File: src/sv/rbe_ram.sv
`default_nettype none
module rbe_ram #(
	parameter int WIDTH = 8,
	parameter int DEPTH = 16
) (
	input  wire logic                     clk,
	input  wire logic                     we,
	input  wire logic [$clog2(DEPTH)-1:0] waddr,
	input  wire logic [WIDTH-1:0]         wdata,
	input  wire logic [$clog2(DEPTH)-1:0] raddr,
	output logic      [WIDTH-1:0]         rdata
);

	logic [WIDTH-1:0] mem [DEPTH];

	always_ff @(posedge clk) begin
		if (we) begin
			mem[waddr] <= wdata;
		end
		rdata <= mem[raddr];
	end

endmodule
`default_nettype wire

File: config.mk
export PLATFORM = sky130hd
export DESIGN_NAME = rbe_ram
export DESIGN_NICKNAME = d
export VERILOG_FILES = /design/src/sv/rbe_ram.sv
export SDC_FILE = /design/constraint.sdc
export NUM_CORES = 1
export LEC_CHECK = 0
export BUFFER_PORTS_ARGS = -buffer_cell sky130_fd_sc_hd__buf_2
export CORE_MARGIN = 10
export CORE_UTILIZATION = 30
export CTS_CLUSTER_SIZE = 30
export DETAILED_ROUTE_END_ITERATION = 10
export GPL_TIMING_DRIVEN = 0
export PLACE_DENSITY = 0.45
export SYNTH_ARGS = -nofsm -noshare
export SYNTH_HDL_FRONTEND = slang
export SYNTH_SLANG_ARGS = --single-unit
File: constraint.sdc
create_clock -name clk -period 2.35 [get_ports clk]
set_clock_uncertainty 0.15 [all_clocks]
set_input_delay 0.1175 -clock clk [delete_from_list [all_inputs] [get_ports clk]]
set_output_delay 0.1175 -clock clk [all_outputs]
set_load 0.02 [all_outputs]
# Word-level counts from Yosys, hierarchy flattened
# Memories as Yosys holds them, arrays and structs flattened. A register that Yosys moved wholly into a read port is not among the register bits.
# Index checks and enable logic that the tools add are counted.
totals:
  out_inout_bits: 8
  mem_count: 1
  inputBits: 18
  ram_bits: 128
  ff_bits: 0
classes:
  mux: 2
memory_table:
  columns: ["name", "words", "word_bits", "read_ports", "rd_clocked_by_memory_dff", "write_ports", "line", "text"]
  rows:
  - ["mem", 16, 8, 1, 1, 1, "14", "logic [WIDTH-1:0] mem [DEPTH];"]
op_table:
  columns: ["operator", "count"]
  rows:
  - ["$mux W1", 2]

# Logic depth before layout (Yosys ltp)
depth:
  word_depth: 2
  mapped_depth: 5
  depth_no_buf: 3

# Worst setup path before layout
# OpenSTA, ideal clock, no wires.
synth_path:
  kind: "input -> register"
  startpoint: "input port waddr[2]"
  endpoint: "memory mem[0][0], enable pin"
  t_arrival_ns: 1.227
  path_slack_ns: 0.590
  path_stages: 2
  setup_ns: 0.383
  path_cell_list: "or3b_2 nor3_1"
synth_rtl:
  columns: ["element", "line", "text"]
  rows:
  - ["start: declaration", "8", "input wire logic [$clog2(DEPTH)-1:0] waddr,"]
  - ["end: declaration", "14", null]
# Straight into the memory's write port.

# Worst setup path after layout
layout_path:
  startpoint: "input port waddr[2]"
  endpoint: "memory mem[3][0], enable pin"
# Straight into the memory's write port.

==> run summary <==
Total grt overflow - 0
Synth Warn # - 0
Largest net degree at the start of global routing - 17
XOR/XNOR Fraction of Synth Area - 0%
CTS tree - built
Synth Area in Compound Gates - 2.33%
Endpoint type of the worst setup path - flip-flop
Post-detail-place hpwl - 7170 um
Number of core rows - 47
Number of global-route vias before repair - 2580
CTS Buf Count - 17
Most common cell after layout, fill and taps aside - edfxtp_1
Crit path launch type - input port
Worst-skew pair later-pin latency - 0.41 ns
Max Freq - 630 MHz
Normalized max-slew margin - 18.7%
Die X - 151 um
Status - complete, no violations
WL/cell - 21.8 um
DRT Pass-1 Iters - 4
Die area - 22800 sq um
First-pass GRT wire length - 16700 um
Top routing layer used - met4
Layout cells sized above 1 - 28.6%
P&R area growth vs syn - 21.4%
Most frequent cells in the layout - edfxtp_1 (128), buf_2 (27), mux4_2 (18), clkbuf_16 (17), a22oi_1 (16)
Crit path max fanout - 8
Via count - 2396
Die H - 151 um
Final worst slack - 0.764 ns
Static Leak - 2.08 nW
H-tree depth - 4
CP Class - in -> reg
Mux cell area share after synthesis - 15.0%
Post-CTS Resized - 0
CTS sink cnt - 136
Max-cap viol count - 0
Initial drt markers - 174
Syn avg cell area - 22.5 sq um
Final Hold Fails - 0
Syn Inst Count - 229
DP Cell Count - 473
DRC - 0
FF+latch count, synth - 136
M1 WL - 5320 um
Most area-hungry cell type in the Yosys netlist - edfxtp_1
Post-CTS Setup Inserts - 0
Final setup vio count - 0
Placeable Area - 16700 sq um
Clk buf depth - 2
Cell Count, Final, Fillers Out - 514
Measured slew at the worst slew-check pin - 1.21 ns
Total power draw - 5.71 mW
Slew Limit Fails - 0
Dominant cells by area after synthesis - edfxtp_1 (75%), mux4_2 (7.9%), mux4_1 (7.1%), dfxtp_1 (3.1%), a22oi_1 (2.3%)
Met2 WL post-DR - 5490 um
Post-synth top area share - 74.7%
Final min period - 1.59 ns
Initial antenna violation count - 0
HP Class - in -> reg
Met3 routed wirelength - 285 um
Crit. Startpoint - waddr[2]
Final nets - 299
Simple-gate share of the synthesized area - 3.18%
Core Util, Final - 37.4%
Tot GR Track Use - 10.6%
Initial Util - 30.8%
Buffers on Ports - 24
Place WS - 0.273 ns
Mapped Nets - 247
Maximum vdd drop - 0.483 mV
Clock transition at path regs - 0.05 ns
Tcrit/Tclk final - 67.5%
Antenna violation net count after detailed routing - 0
Drt via density - 4.66
Root buffer cell - clkbuf_16
Largest family of logic cells by synthesized area - multiplexers
Diode count - 0
Adder-cell share of the synthesized area - 0%
Hold Path Origin - waddr[1]
PwrDens - 913 nW/um^2
Crit path required time - 2.23 ns
Unique masters post-synth - 19
Reg2Reg Launch Point - mem[7][7]$_DFFE_PP_
RSZ-0062 raised after global routing - no
Final wirelength - 11200 um
I/O pin total - 26
Cell area after synthesis - 5150 sq um
Placer Congestion - 0.709
Sequential share of the synthesized area - 77.8%
CP arrival - 1.47 ns
[repair_timing]
action | 4_1_cts | 5_1_grt
hold endpoints to repair | 128 | 0
setup endpoints to repair | 0 | 0
hold buffers | 8 | 0
[cell type report]
type / count / area (sq um)
Sequential cell: 136 / 4000
Multi-Input combinational cell: 83 / 1070
Fill cell: 1555 / 10500
Buffer: 10 / 86.3
Timing Repair Buffer: 33 / 208
Tap cell: 220 / 275
Clock inverter: 9 / 120
Clock buffer: 23 / 488
[kinds of logic (layout without fill, tap and decap cells)]
group / count (synthesis) / after routing
AOI/OAI and AO/OA: 16 / 16
DFF: 136 / 136
buffers and inverters: 10 / 75
muxes: 32 / 32
and+or+nand+nor: 35 / 35
[cells in the mapped netlist]
cell type / number
buf_6: 3
dfxtp_1: 8
mux4_1: 14
buf_4: 1
a22oi_1: 16
nand3_1: 1
nand2b_1: 2
and2b_1: 1
nor3_1: 4
mux4_2: 18
edfxtp_1: 128
or3b_2: 1
nor2_1: 13
nand2_1: 9
nor2b_1: 1
and2_1: 1
clkdlybuf4s25_2: 3
buf_2: 3
nand3b_1: 2
[through the flow]
stage / TNS (ns) / hold slack (ns) / instance area (sq um)
6_report: 0 / 0.0485 / 6250
3_5_place_dp: 0 / 0.380 / 5550
3_3_place_gp: -1.07 / 0.380 / 5540
2_1_floorplan: 0 / 0.0664 / 5150
4_1_cts: 0 / 0.0427 / 6240
5_1_grt: 0 / 0.0305 / 6250
[routing by layer]
| metal | track usage, % | up-vias |
|---|---|---|
| met5 | 0 | - |
| met1 | 13.5 | 1271 |
| met3 | 2.86 | 9 |
| met4 | 4.48 | 0 |
| li1 | - | 1081 |
| met2 | 16.6 | 35 |
[sequential cells by signal, indices dropped and copies added, names as in the netlist]
signal  cells
mem       128
rdata       8
[worst max-delay path, stage by stage]
cell and delay (ns):
buf_2 0.12, or3b_2 0.52, nor2_1 0.70
[worst paths after layout]
check / to / slack (ns) / depth (start not counted)
min: mem[12][3]$_DFFE_PP_ / 0.05 / 2
min reg2reg: rdata[2]$_DFF_P_ / 0.53 / 3
max reg2reg: rdata[7]$_DFF_P_ / 0.80 / 3
max: mem[3][0]$_DFFE_PP_ / 0.76 / 3
[power by group]
part	switching, mW	internal [mW]	total (mW)
Combinational	0.179	0.117	0.296
Clock	0.919	1.77	2.69
Sequential	0.0110	2.71	2.72
Total	1.11	4.60	5.71
Power figures use the tool's default switching activity.
