### config.mk
export PLATFORM = sky130hd
export DESIGN_NAME = rbe_div
export DESIGN_NICKNAME = d
export VERILOG_FILES = /design/src/sv/rbe_pkg.sv /design/src/sv/rbe_div.sv
export SDC_FILE = /design/constraint.sdc
export NUM_CORES = 1
export LEC_CHECK = 0
export ABC_AREA = 1
export BUFFER_PORTS_ARGS = -buffer_cell sky130_fd_sc_hd__buf_4
export CORE_AREA = 4 4 147 149
export CTS_CLUSTER_DIAMETER = 100
export CTS_CLUSTER_SIZE = 12
export DETAILED_ROUTE_END_ITERATION = 10
export DIE_AREA = 0 0 151 153
export GPL_TIMING_DRIVEN = 1
export HOLD_SLACK_MARGIN = 0.15
export PLACE_DENSITY = 0.84
export SLEW_MARGIN = 0
export SYNTH_ARGS = -nofsm -noshare
export SYNTH_HDL_FRONTEND = slang
export SYNTH_SLANG_ARGS = --single-unit
### constraint.sdc
create_clock -name clk -period 3.8 [get_ports clk]
set_clock_uncertainty 0.2 [all_clocks]
set_input_delay 0 -clock clk [delete_from_list [all_inputs] [get_ports clk]]
set_output_delay 0 -clock clk [all_outputs]
set_load 0.01 [all_outputs]
### src/sv/rbe_pkg.sv
`default_nettype none
package rbe_pkg;

	localparam int ENTRIES = 1024;
	localparam int IDX_W   = 10;
	localparam int CNT_W   = 11;
	localparam int SUM_W   = 27;
	localparam int TGT_W   = 35;
	localparam int WIDE_W  = 64;
	localparam int BYTES_W = 34;
	localparam int CTR_W   = 32;
	localparam int ST_W    = 2;

	localparam logic [SUM_W-1:0]  BUDGET      = SUM_W'(67108864);
	localparam logic [WIDE_W-1:0] BUDGET_WIDE = WIDE_W'(67108864);

	localparam logic [1:0] REG_TARGET = 2'd0;
	localparam logic [1:0] REG_COUNT  = 2'd1;
	localparam logic [1:0] REG_FLOW   = 2'd2;

	typedef enum logic [ST_W-1:0] {
		ES_UNLOADED = 2'd0,
		ES_READY    = 2'd1,
		ES_FAILED   = 2'd2
	} entry_state_t;

	typedef enum logic [2:0] {
		STS_STORED  = 3'd0,
		STS_OUTSIDE = 3'd1,
		STS_FAILED  = 3'd2,
		STS_NO_ROOM = 3'd3,
		STS_SWEEP   = 3'd4
	} status_t;

	typedef enum logic [3:0] {
		S_CLEAR,
		S_IDLE,
		S_VIS,
		S_SLOTS,
		S_LA,
		S_BND,
		S_MOD,
		S_DEC,
		S_SCAN,
		S_FIN,
		S_PUSH
	} fsm_t;

	typedef struct packed {
		logic              start;
		logic [WIDE_W-1:0] dividend;
		logic [TGT_W-1:0]  divisor;
	} div_req_t;

	typedef struct packed {
		logic              busy;
		logic [WIDE_W-1:0] quotient;
		logic [TGT_W-1:0]  remainder;
	} div_rsp_t;

endpackage
`default_nettype wire

### src/sv/rbe_div.sv
`default_nettype none
module rbe_div import rbe_pkg::*; (
	input  wire logic     clk,
	input  wire logic     arst_n,
	input  wire div_req_t req,
	output div_rsp_t      rsp
);

	localparam int STEP_W = $clog2(WIDE_W) + 1;

	logic [STEP_W-1:0] step_q;
	logic [WIDE_W-1:0] dvd_q;
	logic [WIDE_W-1:0] quo_q;
	logic [TGT_W-1:0]  rem_q;
	logic [TGT_W-1:0]  dvs_q;
	logic [TGT_W:0]    trial;
	logic              take;

	assign trial = {rem_q, dvd_q[WIDE_W-1]};
	assign take  = trial >= {1'b0, dvs_q};

	always_ff @(posedge clk or negedge arst_n) begin
		if (!arst_n) begin
			step_q <= '0;
		end else if (req.start) begin
			step_q <= STEP_W'(WIDE_W);
		end else if (step_q != '0) begin
			step_q <= step_q - STEP_W'(1);
		end
	end

	always_ff @(posedge clk) begin
		if (req.start) begin
			dvd_q <= req.dividend;
			dvs_q <= req.divisor;
			rem_q <= '0;
			quo_q <= '0;
		end else if (step_q != '0) begin
			dvd_q <= {dvd_q[WIDE_W-2:0], 1'b0};
			quo_q <= {quo_q[WIDE_W-2:0], take};
			rem_q <= take ? TGT_W'(trial - {1'b0, dvs_q}) : TGT_W'(trial);
		end
	end

	assign rsp.busy      = step_q != '0;
	assign rsp.quotient  = quo_q;
	assign rsp.remainder = rem_q;

endmodule
`default_nettype wire

* Word level (Yosys, flattened, before mapping)
Cells that the tools add are included.
** Storage, ports and cells
- Bits in registers :: 205
** Cells by class
- $lt $le $gt $ge :: 1
- $add $sub $neg :: 2
- Reductions and logical operators :: 2
- Mux-type cells :: 5
** Operators by type and width (count)
- $mux 64 :: 2
- $ge 36x35->1 :: 1
- $mux 35 :: 1
- $sub 35x35->35 :: 1
- $mux 7 :: 2
- $reduce_bool 7->1 :: 1
- $sub 7x1->7 const B :: 1
- $reduce_bool 2->1 :: 1

* Longest topological paths before layout
Gate-level depths: netlist (run 1).
- Depth in word-level cells :: 3
- Depth in mapped cells :: 16
- Mapped depth without buffers :: 16

* Worst setup path before layout (run 1)
No wires, ideal clock.
- Path type :: reg2reg
- Start point :: reg step_q[0]
- End point :: reg dvd_q[0] (enable)
- Data required time :: 3.146 ns
- Clock period less this slack :: 3.639 ns
- Path buffers :: 1
- Slack :: 0.161 ns
- Stages on the path, launching flop included :: 9
- Data arrival time :: 2.985 ns
- Cells stage by stage :: dfrtp_1 inv_1 ha_1 nand4_1 nor2_2 inv_2 nor2_4 inv_2 clkbuf_1
** Between the ends
- Longest elaborated chain between the ends :: 2
** Ends and longest elaborated chain
- start, declared :: RTL line rbe_div.sv:11 : logic [STEP_W-1:0] step_q;
- start signal, assigned :: RTL line rbe_div.sv:26 : step_q <= STEP_W'(WIDE_W);
- start signal, assigned :: RTL line rbe_div.sv:28 : step_q <= step_q - STEP_W'(1);
- $reduce_bool 7->1 :: RTL line rbe_div.sv:38 : end else if (step_q != '0) begin
- $reduce_bool 2->1 (no source line)
- end signal, assigned :: RTL line rbe_div.sv:34 : dvd_q <= req.dividend;
- end signal, assigned :: RTL line rbe_div.sv:39 : dvd_q <= {dvd_q[WIDE_W-2:0], 1'b0};
- end, declared :: RTL line rbe_div.sv:12 : logic [WIDE_W-1:0] dvd_q;
No other way between the ends.
A chain may end at the register's enable or synchronous reset.

* Worst setup path after layout (run 1)
- Start point :: reg dvd_q[63]
- End point :: reg rem_q[18]
** Between the ends
- Longest elaborated chain between the ends :: 2
- Elaborated cells between the ends (all ways) :: 3
- Classes of those cells :: add/sub (1); order compare (1); mux (1)
** Ends and longest elaborated chain
- $sub 35x35->35 / $ge 36x35->1 (equally long branches) :: RTL line rbe_div.sv:41, rbe_div.sv:20
- $mux 35 (*) :: RTL line rbe_div.sv:41 : rem_q <= take ? TGT_W'(trial - {1'b0, dvs_q}) : TGT_W'(trial);
- end signal, assigned :: RTL line rbe_div.sv:41
- end, declared :: RTL line rbe_div.sv:14 : logic [TGT_W-1:0] rem_q;
Mark *: on every way between the ends. The rest lies on a longest branch, timed or not.

==> metrics.md, run 1 <==
| Metric | Value |
|---|---|
| Status | finished, final reports clean |
| Cell chain of the critical path | inv_1 -> ha_1 -> fa_1 -> o21ai_2 -> nand2_1 -> nand3_2 -> nand2_2 -> nand2_2 -> nand2_4 -> nand2_8 -> inv_2 -> nand2_1 -> nand3_1 -> o21ai_1 |
| Yosys cell types | 41 |
| CP Max Fanout | 62 |
| Mapped cell area | 0.0101 sq mm |
| H-tree Lvls | 1 |
| Clk buf depth | 3 |
| Die H | approximately 150 microns |
| Die Width | 151 microns |
| Hold WC Path Type | input pin to flip-flop |
| Initial antenna violation count | 5 |
| Clock root cell | clkbuf_16 |
| Avg Cell Area, Syn | 8.13 sq um |
| Setup TNS | 0 ns |
| Syn Nets | 1377 |
| FF+latch count, synth | 205 |
| Slew HR | 51.0% |
| Layout cells sized above 1 | 15.9% |
| Worst r2r path cells | 14 |
| Max incr delay on CP | 0.45 ns |
| CTS Buf Count | 21 |
| Hold Path Depth | 4 |
| Global Route met2 Usage | between 50% and 60% |
| Routability cong. | 0.997 |
| Hold path endpoint | dvd_q[8] |
| Aggregate global routing overflow | 0 |
| Iteration-0 DRC Markers | 739 |
| VDD IR max | 0.410 mV |
| RSZ-0062 raised after global routing | no |
| Met1 usage | 35.1% |
| Final nets | 1795 |
| Worst path required time | slightly above 4 ns |
| Ports | ~200 |
| Port bufs | 201 |
| First-pass GRT wire length | 54200 microns |
| Total track usage | between 20% and 30% |
| Reg2reg setup slack | 0.97 ns |
| Via count | 10285 |
| Die area | approximately 0.023 sq mm |
| Leak | a little under 7 nW |
| Final setup vio count | 0 |
| Slew Limit Fails | 0 |
| Routed WL per cell | between 15 and 20 microns |
| WS Path Type | flip-flop to flip-flop |
| Pwr Density | around 540 mW/mm^2 |
| CP bufs+invs | 2 |
| Hold slack | between 0.15 and 0.2 ns |
| Tmin final | 2.83 ns |
| Area delta synth->final | 45.6% |
| Clk_lat worst skew | roughly 0.5 ns |
| Crit-path slowest cell | fa_1 |
| Final wirelength | around 35000 microns |
| DRC Markers | 0 |
| Placed wire-length estimate | a little under 20000 microns |
| Reg2reg start | dvd_q[63] |
| Largest net degree at the start of global routing | 63 |
| CP top delay family | simple AND/OR/NAND/NOR gates |
| Worst setup SP type | flip-flop |
| RR Endpoint | rem_q[18] |
| Fmax | 353 MHz |
| Reg clk slew, reported paths | 0.06 ns |
| Starting Density | about 50% |
| Final hold vios | 0 |
| Row Count | 52 |
| Post-CTS Setup Bufs | 0 |
| Sequential-to-total area share from yosys stat | 50.9% |
| Via-to-Cell Ratio | approximately 5.3 |
| Max_cap viols | 0 |
| Syn Inst Count | between 1000 and 1500 |
| Initial DRT Pass Iterations | 6 |
| CP Capture Type | flip-flop |
| Vias in the first global route | 10570 |
| Yosys warns | 0 |
| Core Area | between 0.02 and 0.025 sq mm |
| Busiest grt layer | met2 |
| Met3 Track Usage GR | 5.74% |
| DRT antenna net count | 0 |
| Worst-Margin Slew | between 0.7 and 0.8 ns |
| Final core utilization | 72.7% |
| Final Cycle Share | 74.6% |
| Arrival time at the worst endpoint | 3.07 ns |
| # clock sinks | a little over 200 |
| TritonCTS clock tree | built |
| Hold Path Origin | req[43] |
[placed cells by master (no fill, tap or decap), types with 2 or more instances in the layout]
master	count
inv_2	5
clkbuf_16	21
clkbuf_1	13
nand3_2	2
o21bai_1	6
o22ai_1	62
or2_2	3
o211ai_2	2
nand4_1	7
nand3_1	47
nor3_1	9
xnor2_1	14
o211ai_1	8
or2_1	6
diode_2	5
edfxtp_1	99
nor2_1	71
nor2_4	2
a21oi_1	42
nor2_2	3
o21a_1	3
dfxtp_1	99
dlygate4sd3_1	226
a21oi_2	6
buf_4	208
xor2_1	5
nand2_2	5
dfrtp_1	7
nand2_1	417
inv_1	174
o21ai_0	29
o21ai_1	20
ha_1	36
[routing by layer]
| layer | wire (microns) | up-vias |
|---|---|---|
| met5 | 0 | - |
| met4 | 1670 | 0 |
| met3 | 2750 | 132 |
| met2 | 17300 | 542 |
| met1 | 12900 | 4767 |
| li1 | - | 4844 |
[sequential cells by signal, indices dropped and copies added (netlist names)]
signal / flops
quo_q: 64
dvs_q: 35
dvd_q: 64
step_q: 7
rem_q: 35
[tightest hold or removal path: stages]
cell and delay (ns):
dlygate4sd3_1 0.53, buf_4 0.11, nand2_1 0.08, nand2_1 0.07
[kinds of logic (layout without fill, tap and decap cells)]
| kind of cell | Yosys count | after routing | share of synthesized area (%) |
|---|---|---|---|
| simple gates | 576 | 576 | 23.4 |
| other cells | 0 | 5 | 0 |
| xor+xnor | 19 | 19 | 1.65 |
| fa+ha+maj | 37 | 37 | 4.67 |
| compound gates | 181 | 181 | 10.6 |
| buf+inv | 220 | 651 | 8.70 |
| flops | 205 | 205 | 50.9 |
[worst max-delay path by stage]
stage,start,to,slack (ns),cells after the start
final,dvd_q[63],rem_q[18],0.97,14
after global routing,dvd_q[63],rem_q[18],0.79,14
after CTS,dvd_q[63],rem_q[18],1.0,14
after detailed placement,dvd_q[63],rem_q[18],1.02,14
after global placement,dvd_q[63],rem_q[18],1.12,14
after floorplan,step_q[0],dvd_q[0],0.16,8
[area by class of cell]
class / instances / area [sq um]
Fill cell: 1410 / 5510
Tap cell: 270 / 338
Multi-Input combinational cell: 813 / 4060
Timing Repair Buffer: 435 / 3840
Antenna cell: 5 / 12.5
Inverter: 180 / 678
Clock buffer: 34 / 574
Sequential cell: 205 / 5130
Clock inverter: 2 / 20.0
[repair_timing]
action	in CTS	in global routing
resized for setup	0	0
hold buffers	226	0
hold endpoints to repair	123	0
[metrics by stage]
step	setup slack, ns	instance area [sq um]	power (mW)	std cells
3_3_place_gp	1.12	11800	5.78	1677
4_1_cts	1.00	14600	7.88	1939
2_1_floorplan	0.161	10100	4.97	1238
6_report	0.965	14700	7.97	1944
5_1_grt	0.792	14700	8.46	1944
3_5_place_dp	1.02	11800	5.83	1677
[cell usage after synthesis (all sizes together)]
cell type / number / area share (%)
dfxtp: 99 / 20
a21o: 1 / 0.075
edfxtp: 99 / 30
nor2: 76 / 3.1
nor4: 1 / 0.12
o21bai: 6 / 0.45
nor3: 9 / 0.45
dfrtp: 7 / 1.7
nand2: 424 / 16
nand3b: 1 / 0.075
clkbuf: 23 / 0.86
or2: 9 / 0.56
a21oi: 48 / 2.6
fa: 1 / 0.20
a31oi: 1 / 0.062
nand3: 49 / 2.5
ha: 36 / 4.5
buf: 17 / 1.1
xor2: 5 / 0.43
nand4: 7 / 0.43
inv: 180 / 6.7
o211ai: 10 / 0.84
o22ai: 62 / 3.9
o21a: 3 / 0.22
o21ai: 50 / 2.5
xnor2: 14 / 1.2
[where the power goes]
group          total (mW)  switching, mW  internal, mW  leakage (nW)
Clock                1.90          0.862          1.04         0.285
Sequential           2.93          0.266          2.67          1.94
Combinational        3.14           1.88          1.25          4.52
Total                7.97           3.01          4.96          6.75
No activity file was read; power rests on OpenSTA's default activity.
==> run 2, diff against run 1 <==
Settings changed: ABC_AREA 1 to 0, PLACE_DENSITY 0.84 to 0.83.
Clock period 3.8 ns to 2.55 ns, I/O delays scaled along.
==> run 2 against run 1 <==
  * The flow now finishes with violations (negative setup slack)
  * Synthesized cell count down 21%
  * Sequential power up 49%
  * Worst hold slack worse by 0.0034 ns
  * Critical path type unchanged
  * Highest routed layer unchanged
==> metrics.md, run 2 <==
| Metric | Value |
|---|---|
| CP Max Fanout | 6 |
| Worst setup SP type | flip-flop |
| Syn Nets | ~1100 |
| Clock root cell | clkbuf_16 |
| Max_cap viols | 0 |
| Die area | 0.0231 sq mm |
| Final Cycle Share | 113% |
| Worst-Margin Slew | 0.619 ns |
| Status | finished with violations |
| Layout cells sized above 1 | 35.6% |
| FFs w/ async S/R, synth | 3.41% |
| Largest net degree at the start of global routing | 76 |
| Ports | 202 |
| RSZ-0062 raised after global routing | yes |
| Arrival time at the worst endpoint | 3.11 ns |
| Die Width | around 150 microns |
| Synth top cells by count | nand2_1, a21oi_1, dfxtp_1, edfxtp_1 |
| VDD IR max | 0.492 mV |
| Die H | 153 microns |
| Clk buf depth | 3 |
| Main synth FF type | edfxtp_1 |
| Area of placed instances | 0.0128 sq mm |
| Final Power | 13.7 mW |
| Iteration-0 DRC Markers | 912 |
| DRT antenna net count | 0 |
| Via-to-Cell Ratio | 5.45 |
| Slew HR | roughly three fifths |
| Placed wire-length estimate | 18400 microns |
| Failing checks | negative setup slack |
| Total track usage | 28.8% |
| Final wirelength | 34500 microns |
| WS Path Type | flip-flop to flip-flop |
| Final hold vios | 0 |
| Top cells by area, synth | edfxtp_1, dfxtp_1, nand2_1 |
| Hold WC Path Type | input pin to flip-flop |
| Yosys warns | 0 |
| Vias in the first global route | around 10000 |
| Final setup vio count | 36 |
| Worst path required time | approximately 2.8 ns |
| Final nets | 1658 |
| Core Area | around 0.020 sq mm |
| Number of flops mapped to enable cells by yosys | 99 |
| Final instance area | 0.0161 sq mm |
| Port bufs | between 200 and 250 |
| FF+latch count, synth | 205 |
| Via count | 9825 |
| Syn Inst Count | 982 |
| Pre-CTS WS | -0.298 ns |
| Routed WL per cell | ~19 microns |
| Largest registers | dvd_q (64), quo_q (64) |
| Avg Cell Area, Syn | between 10 and 15 sq um |
| Dominant cell type by area after synthesis | edfxtp_1 |
| Pwr Density | 851 mW/mm^2 |
| Initial DRT Pass Iterations | 5 |
| Reg2reg start | dvs_q[0] |
| Sequential-to-total area share from yosys stat | about half |
| Fmax | around 350 MHz |
| Row Count | 52 |
| Post-synth top area share | 29.9% |
| H-tree Lvls | 1 |
| Worst Setup SP | dvs_q[0] |
| Aggregate global routing overflow | 0 |
| Tmin final | 2.88 ns |
| Mapped cell area | about 0.01 sq mm |
| Most common cell after layout, fill and taps aside | buf_4 |
| CP Capture Type | flip-flop |
| Commonest cells after routing, fill and taps aside | buf_4, dlygate4sd3_1, nand2_1, edfxtp_1, a21oi_1 |
| CTS Buf Count | 21 |
| Final WS setup | -0.329 ns |
| Initial antenna violation count | 0 |
| Antenna fix cells | 0 |
| Routability cong. | 0.923 |
| Clk_lat worst skew | 0.52 ns |
| Slew Limit Fails | 0 |
| Reg clk slew, reported paths | around 0.07 ns |
| First-pass GRT wire length | 53600 microns |
| Leak | 6.82 nW |
| Starting Density | around 49% |
| TritonCTS clock tree | built |
| Yosys cell types | 57 |
| DRC Markers | 0 |
| Count leader, synth | nand2_1 |
| Area delta synth->final | 62.1% |
| Hold Path Origin | req[40] |
| # clock sinks | 205 |
-- run 2: cell count changes in the layout (fill, tap and decap cells not counted), sizes merged, moves of 17 or more --
cell | before | now
nand2 | 424 | 201
buf | 209 | 330
a21oi | 48 | 105
o22ai | 62 | 0
nand3 | 49 | 12
a311oi | 0 | 24
o21ai | 50 | 20
a21o | 1 | 18
inv | 182 | 47
mux2 | 0 | 64
-- run 2: cell families after synthesis --
kind of cell | count (synthesis) | synth area share (%)
multiplexers | 65 | 7.34
AO/OA/AOI/OAI | 220 | 15.6
AND/OR/NAND/NOR | 327 | 14.2
adder cells (fa/ha/maj) | 37 | 4.72
flip-flops | 205 | 51.5
buffers and inverters | 99 | 4.12
XOR/XNOR | 29 | 2.55
-- run 2: worst paths after layout --
path / endpoint / slack [ns] / cells after the start
max: rem_q[24] / -0.33 / 11
min reg2reg: quo_q[63] / 0.25 / 2
max reg2reg: rem_q[24] / -0.33 / 11
min in group asynchronous: step_q[4] / 0.31 / 3
min: dvd_q[5] / 0.18 / 3
max in group asynchronous: step_q[3] / 1.55 / 3
-- run 2: worst max-delay path, cell delays in order, from the launching register on --
cell and delay [ns]:
edfxtp_1 0.41, ha_4 0.18, fa_2 0.35, nand2b_4 0.17, a211oi_4 0.27, o211ai_2 0.13, nand3_2 0.10, o211ai_2 0.09
nor4b_4 0.15, buf_6 0.15, a311o_1 0.32, a311oi_2 0.26
-- run 2: what timing repair did --
item / 4_1_cts / 5_1_grt
resized for setup: 33 / 39
endpoints found under the hold margin: 222 / 0
buffers inserted: 4 / 3
setup endpoints to repair: 36 / 36
gates cloned: 1 / 2
hold buffers: 235 / 0
pin swaps: 8 / 18
-- run 2: layout make-up --
type	count	area, sq um
clock buffers	35	578
clock inverters	2	20.0
fillers	1099	4030
inverters	46	179
multi-input cells	678	4890
flip-flops and latches	205	5140
well taps	270	338
repair buffers	567	4990
-- run 2: where the power goes --
group          switching, mW  total [mW]  internal, mW
Combinational           3.27        6.47          3.20
Clock                   1.33        2.89          1.55
Sequential             0.348        4.38          4.03
Total                   4.95        13.7          8.78
-- run 2: per-stage QoR --
| stage | TNS [ns] | hold WS, ns | util, % | std cells |
|---|---|---|---|---|
| CTS | -7.20 | 0.152 | 78.9 | 1798 |
| detailed placement | -7.68 | -0.379 | 63.3 | 1521 |
| global placement | -5.57 | -0.384 | 63.3 | 1521 |
| floorplan | -12.58 | -0.496 | - | 982 |
| finish | -9.92 | 0.182 | 80.0 | 1803 |
| global route | -13.38 | 0.173 | 80.0 | 1803 |
-- run 2: per-layer routing --
layer / up-vias / wire length, microns / GRT usage (%)
met3: 121 / 1950 / 4.71
met4: 0 / 1640 / 11.8
met5: - / 0 / 0
li1: 4558 / - / -
met2: 479 / 18100 / 52.1
met1: 4667 / 12800 / 33.5
